## src/rtl/bba_pkg.sv

```systemverilog
// ----------------------------------------------------------------------------
// Bitmap block allocator package
// Shared constants, codes and types for the bitmap block allocator.
// ----------------------------------------------------------------------------
`timescale 1ns / 1ps
`default_nettype none

package bba_pkg;

   // Fixed field widths of the request, response and register beats.
   localparam int OPCODE_W = 2;
   localparam int BLOCK_W  = 12;
   localparam int STATUS_W = 2;
   localparam int TOTAL_W  = 13;

   // Register reset value and default geometry.
   localparam logic [TOTAL_W-1:0] TOTAL_RESET = 13'd4096;
   localparam int DEF_MAX_BLOCKS = 4096;
   localparam int DEF_WORD_BITS  = 32;

   // Request operations.
   typedef enum logic [OPCODE_W-1:0] {
      OP_ALLOC   = 2'd0,
      OP_FREE    = 2'd1,
      OP_RESERVE = 2'd2,
      OP_NOP     = 2'd3
   } opcode_type;

   // Response status codes.
   typedef enum logic [STATUS_W-1:0] {
      ST_OK    = 2'd0,
      ST_FULL  = 2'd1,
      ST_RANGE = 2'd2
   } status_type;

   // Sequencer states.
   typedef enum logic [1:0] {
      S_IDLE,
      S_SCAN,
      S_WALK,
      S_MODIFY
   } state_type;

endpackage : bba_pkg

`default_nettype wire

```

## src/rtl/bba_bitmap_ram.sv

```systemverilog
// ----------------------------------------------------------------------------
// Bitmap word memory
// One write port and one registered read port; a row that was never written
// since reset reads as all zero, so every block starts free.
// ----------------------------------------------------------------------------
`timescale 1ns / 1ps
`default_nettype none

module bba_bitmap_ram
   import bba_pkg::*;
#(
   parameter int WORDS     = 128,
   parameter int WORD_BITS = 32,
   parameter int AW        = 7
) (
   input  wire logic                 clock,
   input  wire logic                 reset,
   input  wire logic                 rd_en,
   input  wire logic [AW-1:0]        rd_addr,
   output logic      [WORD_BITS-1:0] rd_data,
   input  wire logic                 wr_en,
   input  wire logic [AW-1:0]        wr_addr,
   input  wire logic [WORD_BITS-1:0] wr_data
);

   logic [WORD_BITS-1:0] mem [WORDS];
   logic [WORDS-1:0]     row_valid_ff;
   logic [WORD_BITS-1:0] rd_word_ff;
   logic                 rd_row_valid_ff;

   // Storage array and registered read.
   always_ff @(posedge clock) begin
      if (wr_en) begin
         mem[wr_addr] <= wr_data;
      end
      if (rd_en) begin
         rd_word_ff <= mem[rd_addr];
      end
   end

   // One valid flag per row, cleared together at reset.
   always_ff @(posedge clock) begin
      if (reset) begin
         row_valid_ff    <= '0;
         rd_row_valid_ff <= 1'b0;
      end else begin
         if (wr_en) begin
            row_valid_ff[wr_addr] <= 1'b1;
         end
         if (rd_en) begin
            rd_row_valid_ff <= row_valid_ff[rd_addr];
         end
      end
   end

   // A row that has not been written yet holds only free blocks.
   assign rd_data = rd_row_valid_ff ? rd_word_ff : '0;

endmodule : bba_bitmap_ram

`default_nettype wire

```

## config.mk

```make
export PLATFORM = sky130hd
export DESIGN_NAME = bba_bitmap_ram
export DESIGN_NICKNAME = d
export VERILOG_FILES = /design/src/rtl/bba_pkg.sv /design/src/rtl/bba_bitmap_ram.sv
export SDC_FILE = /design/constraint.sdc
export NUM_CORES = 2
export LEC_CHECK = 0
export BUFFER_PORTS_ARGS = -buffer_cell sky130_fd_sc_hd__clkbuf_2
export CAP_MARGIN = 5
export CORE_ASPECT_RATIO = 1.1
export CORE_MARGIN = 8
export CORE_UTILIZATION = 35
export DETAILED_ROUTE_END_ITERATION = 7
export GPL_ROUTABILITY_DRIVEN = 0
export MAX_ROUTING_LAYER = met4
export PLACE_DENSITY = 0.57
export SYNTH_ARGS = -nofsm -noshare
export SYNTH_HDL_FRONTEND = slang
export SYNTH_SLANG_ARGS = --single-unit
```

## constraint.sdc

```tcl
create_clock -name clock -period 5.45 [get_ports clock]
set_clock_uncertainty 0.05 [all_clocks]
set_input_delay 0.2725 -clock clock [delete_from_list [all_inputs] [get_ports clock]]
set_output_delay 0.2725 -clock clock [all_outputs]
set_load 0.01 [all_outputs]
```

==> reports/qor.csv <==
metric;value;unit
timing.final.hold_violations;0;
area_delta_synth_final;15.09;%
vdd_drop_max;326.9;uV
register_area;0.1265;sq mm
cts_made_buffers;422;
yosysTopAreaCellShare;0.7661;
timing.hold.worst.class;in -> reg;
finalCritPeriodShare;0.6252;
biggest_area_consumer_among_synthesized_cells;sky130_fd_sc_hd__edfxtp_1;
timing.slew.headroom;0.1704;
clock_tree.htree_level_count;5;
detail_route.first_pass.iterations;6;
sequential_cell_area_fraction_in_the_yosys_report;0.7820;
critical_path.endpoint_type;flop;
setup_viol;0;
hold_path_depth;3;
finalPower;0.06810;W
power.density_cell_area;365.7;mW/mm^2
grt_first_pass_wirelength;645800;um
fmaxAchievable;293.5;MHz
cts_hold_buf;34;
criticalPathCategory;in -> reg;
final_util;0.4035;
floorplan.die_area;0.4844;sq mm
clk_path_buf_depth;4;
yosys_warnings;0;
multiInputGateArea;0.03461;sq mm
highest_fanout_seen_on_the_critical_path;59;
clk_latency;0.98;ns
synthesized_instance_count;6586;
synthesis.area;0.1618;sq mm
setup_slack;2.043;ns
synth_edf_count;4128;
worst_setup_hold_path_clk_slew;0.06;ns
rr_worst_depth;5;
critical-path-slowest-cell;sky130_fd_sc_hd__mux4_2;
floorplan.die.height;729.1;um
fillers;39910;
1st_iter_drt_viols;9927;
unrepaired_setup_endpoints_after_global_routing;no;
cts_repair_resize_count;0;
post-route-min-period;3.407;ns
cp_common_cell;sky130_fd_sc_hd__mux4_2;
critPathLaunchType;input pin;
syn_avg_cell_area;24.57;sq um
core.rowCount;262;
grt_usage;0.1949;
place_area;0.1724;sq mm
final_common_cell;sky130_fd_sc_hd__edfxtp_1;
worst_slew_pin_slew;1.242;ns
clock_sinks;4257;
min_from;rd_addr[3];
via_per_inst;5.581;
synth.net_count;6636;
die_w;664.3;um
synth_flop_cell;sky130_fd_sc_hd__edfxtp_1;
cpPeakStageDelay;0.55;ns
antenna_found_initial;58;
post-dp-hpwl;279700;um
final.setup.tns;0;ns
drive_above_1_share;0.3388;
cts_setup_buffers;0;
vias;75830;
cp_cell_sequence;buf_12 > buf_12 > buf_4 > mux4_2 > mux4_2 > mux4_2 > nand2_1 > nand2_1;
place_ws;0.9714;ns
i_o_pin_total;82;
clock-root-buffer;sky130_fd_sc_hd__clkbuf_16;
yosysUniqueCellTypes;36;
first_global_vias;77100;
crit-reg2reg-launch;mem[31][15]$_DFFE_PP_;
whs_endpoint;rd_word_ff[7]$_DFFE_PP_;
cellLeakagePower;56.96;nW
max-cap-violations;0;
design.final.nets;7168;
cp.buffers_inverters;3;
final_area;0.1862;sq mm
place.port_buffers;81;
std_cell_core_area;0.4616;sq mm
ff_latch_count_synth;4257;
global_route.overflow_total;0;
grt_max_degree;101;
layout_common_cells;sky130_fd_sc_hd__edfxtp_1 (4128), sky130_fd_sc_hd__mux4_2 (1375), sky130_fd_sc_hd__clkbuf_16 (428), sky130_fd_sc_hd__buf_4 (334), sky130_fd_sc_hd__nor2_1 (260);
postRouteAntennaNets;0;
worst_r2r_endpoint;rd_word_ff[15]$_DFFE_PP_;
tritoncts;yes;
wl_per_cell;34.55;um
reg2reg_setup_slack;2.43;ns
run_status;complete, no violations;
totalWireLength;469500;um
drv_slew;0;
postSynth.asyncResetShare;0;
crit_arrival;4.05;ns
synth_top_cells_by_area;sky130_fd_sc_hd__edfxtp_1 (77%), sky130_fd_sc_hd__mux4_2 (19%), sky130_fd_sc_hd__dfxtp_1 (1.6%);
worstPathRequired;6.09;ns
critical-path-top-delay-family;multiplexers;
starting_density_of_the_core;0.3506;
drt_drc_violations_left;0;
==> metrics by stage <==
step / hold slack (ns) / cells
after floorplan: 0.3214 / 6586
after global placement: 0.3939 / 12730
after detailed placement: 0.4028 / 12730
after CTS: 0.0008291 / 13550
after global routing: 0.04574 / 13570
final: 0.07316 / 13590
==> per-layer routing <==
layer  wire length [um]  track usage
met3              35410      0.03024
met2             235500       0.3236
met4              15030      0.05364
met5                  0            -
met1             183500       0.2511
==> flip-flops by register name (all words and copies together) (netlist names) <==
name / count
row_valid_ff: 128
mem: 4096
rd_word_ff: 32
rd_row_valid_ff: 1
==> worst reg2reg max path, cell delays in order, from the launching register on <==
cell and delay (ns):
sky130_fd_sc_hd__edfxtp_1 0.37, sky130_fd_sc_hd__mux4_2 0.47, sky130_fd_sc_hd__mux4_2 0.63, sky130_fd_sc_hd__mux4_2 0.64, sky130_fd_sc_hd__nand2_1 0.44, sky130_fd_sc_hd__nand2_1 0.14
==> synthesized netlist by cell type (8+ instances only) <==
cell and count:
sky130_fd_sc_hd__mux4_2 1375, sky130_fd_sc_hd__dfxtp_1 129, sky130_fd_sc_hd__nand2_1 75, sky130_fd_sc_hd__nand3_1 12, sky130_fd_sc_hd__and2_1 32, sky130_fd_sc_hd__buf_1 47
sky130_fd_sc_hd__nor2_1 388, sky130_fd_sc_hd__buf_2 100, sky130_fd_sc_hd__nor2b_1 8, sky130_fd_sc_hd__buf_4 27, sky130_fd_sc_hd__clkbuf_1 163, sky130_fd_sc_hd__edfxtp_1 4128
sky130_fd_sc_hd__buf_6 12, sky130_fd_sc_hd__nand2b_1 36
==> power breakdown <==
| part | total, W | switching (W) | internal [W] |
|---|---|---|---|
| Sequential | 0.0361 | 0.0000823 | 0.0360 |
| Clock | 0.0284 | 0.0125 | 0.0159 |
| Combinational | 0.00361 | 0.00228 | 0.00133 |
==> kinds of logic after synthesis <==
logic type / count (synthesis) / synth area share
DFF: 4257 / 0.7820
muxes: 1382 / 0.1918
and+or+nand+nor: 580 / 0.01527
buffers and inverters: 350 / 0.01008
AOI/OAI and AO/OA: 17 / 0.0008119
==> worst max path at each step <==
stage / start / endpoint / slack (ns) / cells past startpoint
after floorplan: wr_addr[1] / mem[26][0]$_DFFE_PP_ / 2.07 / 5
after global placement: rd_addr[0] / rd_word_ff[13]$_DFFE_PP_ / 0.96 / 8
after CTS: rd_addr[0] / rd_word_ff[17]$_DFFE_PP_ / 2.03 / 8
final: rd_addr[0] / rd_word_ff[22]$_DFFE_PP_ / 2.04 / 8
after global routing: rd_addr[0] / rd_word_ff[17]$_DFFE_PP_ / 1.93 / 8
after detailed placement: rd_addr[0] / rd_word_ff[17]$_DFFE_PP_ / 0.97 / 8
==> layout make-up <==
| cell class | count | share of cell area |
|---|---|---|
| inverters | 1 | 0.00002016 |
| diodes | 42 | 0.0005644 |
| repair buffers | 457 | 0.02143 |
| well taps | 6072 | 0.04080 |
| flip-flops and latches | 4257 | 0.6795 |
| clock inverters | 235 | 0.01156 |
| clock buffers | 544 | 0.06028 |
| multi-input cells | 1979 | 0.1858 |
No activity file was read; power rests on OpenSTA's default activity.
