<file path="src/rtl/bba_pkg.sv">
// ----------------------------------------------------------------------------
// Bitmap block allocator package
// Shared constants, codes and types for the bitmap block allocator.
// ----------------------------------------------------------------------------
`timescale 1ns / 1ps
`default_nettype none

package bba_pkg;

   // Fixed field widths of the request, response and register beats.
   localparam int OPCODE_W = 2;
   localparam int BLOCK_W  = 12;
   localparam int STATUS_W = 2;
   localparam int TOTAL_W  = 13;

   // Register reset value and default geometry.
   localparam logic [TOTAL_W-1:0] TOTAL_RESET = 13'd4096;
   localparam int DEF_MAX_BLOCKS = 4096;
   localparam int DEF_WORD_BITS  = 32;

   // Request operations.
   typedef enum logic [OPCODE_W-1:0] {
      OP_ALLOC   = 2'd0,
      OP_FREE    = 2'd1,
      OP_RESERVE = 2'd2,
      OP_NOP     = 2'd3
   } opcode_type;

   // Response status codes.
   typedef enum logic [STATUS_W-1:0] {
      ST_OK    = 2'd0,
      ST_FULL  = 2'd1,
      ST_RANGE = 2'd2
   } status_type;

   // Sequencer states.
   typedef enum logic [1:0] {
      S_IDLE,
      S_SCAN,
      S_WALK,
      S_MODIFY
   } state_type;

endpackage : bba_pkg

`default_nettype wire

</file>
<file path="src/rtl/bba_first_free.sv">
// ----------------------------------------------------------------------------
// First free bit finder
// Finds the lowest clear bit of one bitmap word among the bits that still lie
// below the block limit.
// ----------------------------------------------------------------------------
`timescale 1ns / 1ps
`default_nettype none

module bba_first_free
   import bba_pkg::*;
#(
   parameter int WORD_BITS = 32,
   parameter int SW        = 5,
   parameter int CW        = 13
) (
   input  wire logic [WORD_BITS-1:0] word,
   input  wire logic [CW-1:0]        remain,
   output logic                      found,
   output logic      [SW-1:0]        index
);

   logic [WORD_BITS-1:0] candidate;

   // A bit is a candidate when it is clear and its block is below the limit.
   always_comb begin
      for (int i = 0; i < WORD_BITS; i++) begin
         candidate[i] = !word[i] && (CW'(i) < remain);
      end
   end

   // Priority encoder: the lowest candidate wins.
   always_comb begin
      found = |candidate;
      index = '0;
      for (int i = WORD_BITS - 1; i >= 0; i--) begin
         if (candidate[i]) begin
            index = SW'(i);
         end
      end
   end

endmodule : bba_first_free

`default_nettype wire

</file>
<file path="config.mk">
export PLATFORM = sky130hd
export DESIGN_NAME = bba_first_free
export DESIGN_NICKNAME = d
export VERILOG_FILES = /design/src/rtl/bba_pkg.sv /design/src/rtl/bba_first_free.sv
export SDC_FILE = /design/constraint.sdc
export NUM_CORES = 1
export LEC_CHECK = 0
export BUFFER_PORTS_ARGS = -buffer_cell sky130_fd_sc_hd__buf_2
export CAP_MARGIN = 40
export CORE_ASPECT_RATIO = 1.25
export CORE_MARGIN = 10
export CORE_UTILIZATION = 52
export DETAILED_ROUTE_END_ITERATION = 16
export PLACE_DENSITY = 0.89
export SLEW_MARGIN = 20
export SYNTH_ARGS = -nofsm -noshare
export SYNTH_HDL_FRONTEND = slang
export SYNTH_SLANG_ARGS = --single-unit
</file>
<file path="constraint.sdc">
create_clock -name vclk -period 4.8
set_input_delay 1.44 -clock vclk [all_inputs]
set_output_delay 1.44 -clock vclk [all_outputs]
set_load 0.02 [all_outputs]
</file>
==> results by group, run 1 <==
Outcome
  – Violated checks: setup timing
  – Outcome: finished with violations

Synth
  – Post-synth top area share: between 10 and 15%
  – Post-synth net total: 233
  – Library cells used by synthesis: 55
  – Yosys warns: 0
  – Main area contributors after synthesis: a21oi_1 (10%), nor4_4 (7.0%), o21ai_0 (6.2%), nand2_1 (5.2%), nand2b_1 (4.1%)
  – Yosys top cell by area: a21oi_1
  – Top cells by count, synth: a21oi_1 (25), nand2_1 (17), o21ai_0 (15)
  – Dominant cell by count in the synthesized netlist: a21oi_1
  – Avg Inst Size Synth: 6.48 µm²
  – Mapped Cells: around 190
  – Synth Cell Area: about 1200 µm²
  – Register area share after synthesis: 0%

Global routing
  – Gr ovfl total: 0
  – Vias in the first global route: about 1,800
  – Antenna violations before repair: 0
  – Global-route wire length before repair: approximately 7.8 mm
  – GRT Overall Usage: between 10% and 20%
  – Largest net degree at the start of global routing: 19

Floorplan
  – Die Y: between 70 and 80 µm
  – Die area: 4690 µm²
  – Standard-cell rows: 19
  – Die width: around 63 µm
  – I/O pins: roughly 50
  – Core Area: around 2200 µm²
  – Initial Utilization: between 50% and 60%

Timing
  – Final Slew Violations: 0
  – Setup violators final: 3
  – Setup_tns: -0.0770 ns
  – Max-Slew Margin vs Limit: 68.5%
  – WHS: about 3.4 ns
  – Final hold vios: 0
  – Crit share post-route: 101%
  – Worst Slack Setup Final: -0.0440 ns
  – Final min period: about 4.8 ns
  – RSZ-0062 raised after global routing: true
  – Maximum clock frequency: just over 200 MHz
  – Worst Tran Pin Value: 0.473 ns

Route
  – Vias per cell: about 6.3
  – Routed wire per std cell: 16.3 µm
  – Via count of the routed design: 1,778
  – Antenna-violating nets left: 0
  – Final wirelength: approximately 4.6 mm
  – Initial DRT Pass Iterations: 5
  – Detailed Route Iter0 Violations: between 90 and 100
  – DRC viols: 0

Power
  – Leak: around 0.75 nW
  – Pwr dens: 67.9 nW/µm²
  – Max rail drop VDD: 0.0000564 V

Final layout
  – Syn-to-layout area delta: 41.4%
  – Sequential cells: 0
  – Final instance area: roughly 1700 µm²
  – Final core occ: 77.9%
  – Clock buffer count: 0
  – Register area: 0 µm²
  – Fill count: approximately 170
  – Share of cells above drive strength 1: between 40% and 50%
  – Antenna diodes: 0
  – Nets: around 300
  – Multi-input logic area: about 1100 µm²

Critical path
  – Worst path arrival time: ~3.4 ns
  – CP max-delay cell: or4_4
  – Critical Path, Cell by Cell: buf_6 > or4_4 > nor3_4 > buf_12 > a21oi_2 > o32ai_2 > a21oi_1 > a21o_1 > a21oi_2 > buf_4
  – Worst Path Class, Setup: in2out
  – CP most frequent cell: a21oi_2
  – CP startpoint kind: input pin
  – Worst EP required: roughly 3.4 ns
  – Largest delay share family, worst path: simple AND/OR/NAND/NOR gates
  – Worst path bufs/invs: 3
  – CP max stage delay: ~0.6 ns
  – Critical path endpoint category: primary output
  – Critical path peak fanout: 9

Placed design
  – Placed instance area: between 1500 and 2000 µm²
  – GPL Wtd Cong: 1.02
  – PortBufs: 51
  – HPWL Detailed: roughly 3.7 mm

Clocking
  – Post-CTS Setup Inserts: 0

Min path
  – HP Class: in2out

Flow run
  – Max Cap Viol: 0
-- repair_timing --
| action | in CTS | in global routing |
|---|---|---|
| setup endpoints to repair | 6 | 6 |
| pin swaps | 7 | 2 |
| hold buffers | 0 | 0 |
| gates resized for setup | 8 | 8 |
-- tightest hold or removal path, cell delays in order --
cell	delay, ns
buf_2	0.10
nand2_1	0.05
a21oi_1	0.07
a21oi_2	0.13
buf_4	0.14
-- power breakdown --
part	leakage [nW]	internal (mW)	switching (mW)
combinational	0.748	0.0519	0.0651
sequential	0	0	0
clock	0	0	0
total	0.748	0.0519	0.0651
-- final cells by class --
cell class,instances,area share (%)
multi-input cells,164,66.2
repair buffers,75,28.8
inverters,13,2.83
well taps,31,2.25
-- worst paths after layout --
path / startpoint / endpoint / depth (start not counted)
worst max-delay path: remain[11] / index[0] / 10
worst min-delay path: word[7] / index[0] / 5
-- stage by stage --
stage,setup slack [ns],power (mW),cells
after floorplan,0.121,0.0607,188
after global placement,-0.0326,0.108,283
after detailed placement,-0.0535,0.110,283
after CTS,-0.0343,0.112,283
after global routing,-0.145,0.128,283
final,-0.0440,0.117,283
-- kinds of logic after synthesis --
kind of cell | Yosys count | share of synthesized area [%]
compound gates | 91 | 52.0
simple gates | 73 | 39.0
buf+inv | 24 | 9.03
-- per-layer routing --
layer | vias up | GRT usage, % | routed length [µm]
met1 | 798 | 20.8 | 1750
met4 | 0 | 6.08 | 78
met3 | 10 | 3.45 | 452
met5 | - | 0 | 0
met2 | 116 | 36.0 | 2340
li1 | 854 | - | -
-- cells in the final DEF, fill, tap and decap left out, types with 3 or more instances in the layout --
cell type  synthesis  final
a31o_2             3      3
o21ai_0           15     14
a21o_1             6      6
buf_4              0     26
a21oi_2            2      3
nor4_4             4      4
nor2_1            10     10
o21ai_1            2      3
and2_1             3      3
a31oi_1            4      4
buf_2              1     43
inv_1             13     13
nand4_1            3      3
a21oi_1           25     24
a22o_1             3      3
o211ai_1           6      6
nand2b_1           8      8
nor2b_1            4      4
and3_1             3      3
nand3_1            7      6
nand2_1           17     17
buf_6              1      4
Note: power is estimated with default switching activity, not from simulation.
==> inputs of run 2 (changes only) <==
--- a/config.mk
+++ b/config.mk
@@ -12,6 +12,7 @@
 export CORE_UTILIZATION = 52
 export DETAILED_ROUTE_END_ITERATION = 16
 export PLACE_DENSITY = 0.89
+export REMOVE_ABC_BUFFERS = 1
 export SLEW_MARGIN = 20
 export SYNTH_ARGS = -nofsm -noshare
 export SYNTH_HDL_FRONTEND = slang
==> results by group, run 2 (synthesized netlist as in run 1, its figures left out) <==
Outcome
  – Outcome: finished with violations
  – Violated checks: setup timing

Timing
  – Final Slew Violations: 0
  – Final min period: slightly below 5 ns
  – Maximum clock frequency: between 200 and 250 MHz
  – Crit share post-route: 102%
  – Max-Slew Margin vs Limit: 69.9%
  – Setup violators final: 6
  – Final hold vios: 0
  – Worst Slack Setup Final: -0.106 ns
  – RSZ-0062 raised after global routing: true
  – Worst Tran Pin Value: approximately 0.45 ns

Final layout
  – Fill count: between 100 and 150
  – Commonest non-fill, non-tap cell in the layout: buf_2
  – Final core occ: between 80% and 90%
  – Nets: about 310
  – Most frequent cells in the layout: buf_2 (42), buf_4 (33), a21oi_1 (22), nand2_1 (16), o21ai_0 (14)
  – Syn-to-layout area delta: 54.9%
  – Final instance area: ~1900 µm²
  – Multi-input logic area: approximately 1200 µm²
  – Clock buffer count: 0
  – Share of cells above drive strength 1: 45.5%
  – Sequential cells: 0
  – Register area: 0 µm²
  – Antenna diodes: 0

Critical path
  – Critical Path, Cell by Cell: buf_2 > or4_4 > nor3_4 > buf_6 > buf_6 > a21oi_4 > o32ai_2 > a21oi_1 > a21o_1 > a21oi_2 > buf_6
  – CP max stage delay: 0.58 ns
  – CP max-delay cell: or4_4
  – Worst EP required: 3.36 ns
  – Critical path peak fanout: 4
  – CP most frequent cell: buf_6
  – Worst Path Class, Setup: in2out
  – Largest delay share family, worst path: simple AND/OR/NAND/NOR gates
  – Worst path bufs/invs: 4
  – Worst path arrival time: roughly 3.5 ns
  – CP startpoint kind: input pin
  – Critical path endpoint category: primary output

Floorplan
  – Die Y: 74.1 µm
  – I/O pins: just over 50
  – Standard-cell rows: 19
  – Initial Utilization: between 50% and 60%
  – Die area: between 4000 and 5000 µm²
  – Core Area: between 2000 and 2500 µm²
  – Die width: around 63 µm

Route
  – Initial DRT Pass Iterations: 5
  – DRC viols: 0
  – Routed wire per std cell: 17.9 µm
  – Antenna-violating nets left: 0
  – Final wirelength: approximately 5.3 mm
  – Detailed Route Iter0 Violations: ~150
  – Via count of the routed design: roughly 1,900
  – Vias per cell: between 6 and 7

Global routing
  – Vias in the first global route: around 1,800
  – Global-route wire length before repair: 8.14 mm
  – Gr ovfl total: 0
  – GRT Overall Usage: 19.7%
  – Largest net degree at the start of global routing: 20
  – Antenna violations before repair: 0

Power
  – Max rail drop VDD: approximately 0.000073 V
  – Int Pwr: between 0.05 and 0.06 mW
  – Clock power frac: 0%
  – Leak: around 0.83 nW
  – Comb power frac: 100.0%
  – Sw frac: around 54%
  – Net Sw Power: a little under 0.07 mW
  – Pwr dens: roughly 70 nW/µm²
  – Register share of total power: 0%

Placed design
  – PortBufs: 51
  – Placed instance area: approximately 1700 µm²
  – GPL Wtd Cong: 1.00
  – HPWL Detailed: just under 4 mm
  – Dpl ws: -0.138 ns

Min path
  – HP Class: in2out

Flow run
  – Max Cap Viol: 0
[run 2: changes by cell type in the layout (fill, tap and decap cells not counted), sizes merged]
cell / change
buf: +14
[run 2: tightest hold or removal path, stage by stage]
cell and delay, ns:
buf_2 0.11, nand2_1 0.05, a21oi_1 0.09, a21oi_2 0.16, buf_6 0.13
[run 2: stage by stage]
| stage | TNS (ns) | power [mW] | cells | hold WS, ns |
|---|---|---|---|---|
| floorplan | 0 | 0.0501 | 177 | 3.17 |
| global placement | -0.358 | 0.109 | 287 | 3.41 |
| detailed placement | -0.539 | 0.112 | 287 | 3.42 |
| CTS | -0.330 | 0.119 | 291 | 3.39 |
| global route | -1.02 | 0.139 | 297 | 3.43 |
| finish | -0.393 | 0.128 | 297 | 3.42 |
[run 2: worst paths after layout]
path | slack (ns) | cells past startpoint | end | from
max | -0.11 | 11 | index[0] | remain[10]
min | 3.42 | 5 | index[0] | word[7]
[run 2: final cells by class]
| class | instances | share of cell area [%] |
|---|---|---|
| multi-input combinational | 164 | 61.9 |
| inverter | 13 | 2.58 |
| timing repair buffer | 89 | 33.5 |
| tap | 31 | 2.05 |
[run 2: power by group through the flow]
stage | clock (mW) | combinational, mW | sequential, mW
finish | 0 | 0.128 | 0
global route | 0 | 0.139 | 0
CTS | 0 | 0.119 | 0
detailed placement | 0 | 0.112 | 0
global placement | 0 | 0.109 | 0
floorplan | 0 | 0.0501 | 0
[run 2: what timing repair did]
item | 4_1_cts | 5_1_grt
cloned | 0 | 0
gates resized for setup | 22 | 15
endpoints found under the setup margin | 6 | 6
pin swaps | 14 | 22
hold endpoints to repair | 0 | 0
hold buffers | 0 | 0
setup buffers | 4 | 6
[run 2: per-layer routing]
layer	global-route usage, %	share of wire [%]	vias up
met5	0	0	-
met1	21.8	37	881
met2	36.6	51	125
met4	5.84	2.6	0
met3	4.80	8.7	25
li1	-	-	887
==> inputs of run 3 (changes only) <==
--- a/config.mk
+++ b/config.mk
@@ -5,13 +5,14 @@
 export SDC_FILE = /design/constraint.sdc
 export NUM_CORES = 1
 export LEC_CHECK = 0
+export ABC_CLOCK_PERIOD_IN_PS = 4800
 export BUFFER_PORTS_ARGS = -buffer_cell sky130_fd_sc_hd__buf_2
 export CAP_MARGIN = 40
 export CORE_ASPECT_RATIO = 1.25
 export CORE_MARGIN = 10
 export CORE_UTILIZATION = 52
 export DETAILED_ROUTE_END_ITERATION = 16
-export PLACE_DENSITY = 0.89
+export PLACE_DENSITY = 0.91
 export REMOVE_ABC_BUFFERS = 1
 export SLEW_MARGIN = 20
 export SYNTH_ARGS = -nofsm -noshare
==> results by group, run 3 (synthesized netlist as in run 1, its figures left out) <==
Critical path
  – Critical path endpoint category: primary output
  – CP most frequent cell: buf_6
  – CP startpoint kind: input pin
  – Worst path arrival time: approximately 3.6 ns
  – Critical Path, Cell by Cell: buf_6 > or4_4 > nor3_4 > buf_4 > buf_6 > a31o_4 > o21ai_4 > nor4_4 > a21boi_2 > buf_6
  – Worst path bufs/invs: 4
  – Critical path peak fanout: 4
  – Largest delay share family, worst path: simple AND/OR/NAND/NOR gates
  – CP max-delay cell: or4_4
  – Worst Path Class, Setup: in2out
  – CP max stage delay: 0.59 ns
  – Worst EP required: about 3.4 ns

Timing
  – Final Slew Violations: 0
  – Crit share post-route: 104%
  – Setup violators final: 6
  – Worst Tran Pin Value: roughly 0.64 ns
  – RSZ-0062 raised after global routing: true
  – Setup_tns: -1.07 ns
  – Maximum clock frequency: ~200 MHz
  – Worst Slack Setup Final: -0.213 ns
  – Final min period: about 5 ns
  – Max-Slew Margin vs Limit: roughly 57%
  – WHS: around 3.4 ns
  – Final hold vios: 0

Final layout
  – Sequential cells: 0
  – Cell Count, Final, Fillers Out: 294
  – Clock buffer count: 0
  – Share of cells above drive strength 1: between 40% and 50%
  – Register area: 0 µm²
  – Most frequent cells in the layout: buf_2 (43), buf_4 (30), a21oi_1 (21), nand2_1 (17), o21ai_0 (14)
  – Nets: between 300 and 400
  – Commonest non-fill, non-tap cell in the layout: buf_2
  – Final instance area: ~1900 µm²
  – Antenna diodes: 0
  – Final core occ: a little under nine tenths
  – Syn-to-layout area delta: 55.7%

Outcome
  – Outcome: finished with violations
  – Violated checks: setup timing

Floorplan
  – Die width: 63.3 µm
  – Die Y: about 74 µm
  – I/O pins: 51
  – Standard-cell rows: 19
  – Core Area: 2210 µm²
  – Die area: between 4000 and 5000 µm²
  – Initial Utilization: 55.1%

Route
  – Final wirelength: around 5.6 mm
  – Detailed Route Iter0 Violations: 197
  – Routed wire per std cell: ~19 µm
  – Vias per cell: ~6.7
  – Initial DRT Pass Iterations: 5
  – Antenna-violating nets left: 0
  – DRC viols: 0
  – Via count of the routed design: a little under 2,000

Power
  – Int Pwr: about 0.059 mW
  – Pwr dens: 69.7 nW/µm²
  – Register share of total power: 0%
  – Leak: about 0.82 nW
  – Total design power: 0.132 mW
  – Max rail drop VDD: 0.0000776 V
  – Clock power frac: 0%
  – Comb power frac: between 90% and 100%
  – Sw frac: a little under three fifths
  – Net Sw Power: around 0.073 mW

Global routing
  – Largest net degree at the start of global routing: 20
  – GRT Overall Usage: a little under a fifth
  – Global-route wire length before repair: 7.71 mm
  – Gr ovfl total: 0
  – Antenna violations before repair: 0
  – Vias in the first global route: between 1,500 and 2,000

Clocking
  – Hold-fix buffers, CTS: 0

Min path
  – Hold-critical path depth: 5
  – Hold endpoint: index[0]
  – Min-Delay Startpoint: word[7]
  – HP Class: in2out

Placed design
  – HPWL Detailed: about 3.7 mm
  – Placed insts: 283
  – Placed instance area: about 1600 µm²
  – GPL Wtd Cong: just under 1
  – PortBufs: between 50 and 60
  – Dpl ws: -0.0865 ns

Flow run
  – Max Cap Viol: 0
[run 3: changes by cell type in the layout (fill, tap and decap cells not counted), sizes merged]
cell  previous run  this run
buf             89        86
[run 3: layout make-up]
| cell class | instances | area [µm²] |
|---|---|---|
| Multi-Input combinational cell | 164 | 1210 |
| Fill cell | 132 | 313 |
| Inverter | 13 | 48.8 |
| Tap cell | 31 | 38.8 |
| Timing Repair Buffer | 86 | 599 |
[run 3: per-layer routing]
layer | vias to the layer above | routed length, µm | global-route usage (%)
met5 | - | 0 | 0
met3 | 26 | 502 | 2.40
met2 | 158 | 2830 | 35.5
met4 | 0 | 221 | 5.84
li1 | 880 | - | -
met1 | 900 | 2080 | 21.2
[run 3: tightest hold or removal path: stages]
cell and delay (ns):
buf_2 0.11, nand2_1 0.06, a21oi_1 0.08, a21oi_2 0.16, buf_6 0.13
[run 3: repair_timing]
action,4_1_cts,5_1_grt
setup endpoints to repair,6,6
setup buffers,4,7
cloned,0,0
gates resized for setup,18,24
pin swaps,10,19
[run 3: how the worst max path moves through the flow]
stage | start | cells past startpoint | to
final | remain[8] | 10 | index[3]
after global routing | remain[8] | 11 | index[4]
after CTS | remain[11] | 10 | index[0]
after detailed placement | remain[9] | 9 | index[0]
after global placement | remain[9] | 9 | index[0]
after floorplan | remain[9] | 5 | index[2]
[run 3: power by group through the flow]
stage	sequential [mW]	clock [mW]	combinational, mW
finish	0	0	0.132
global route	0	0	0.141
CTS	0	0	0.117
detailed placement	0	0	0.111
global placement	0	0	0.109
floorplan	0	0	0.0501
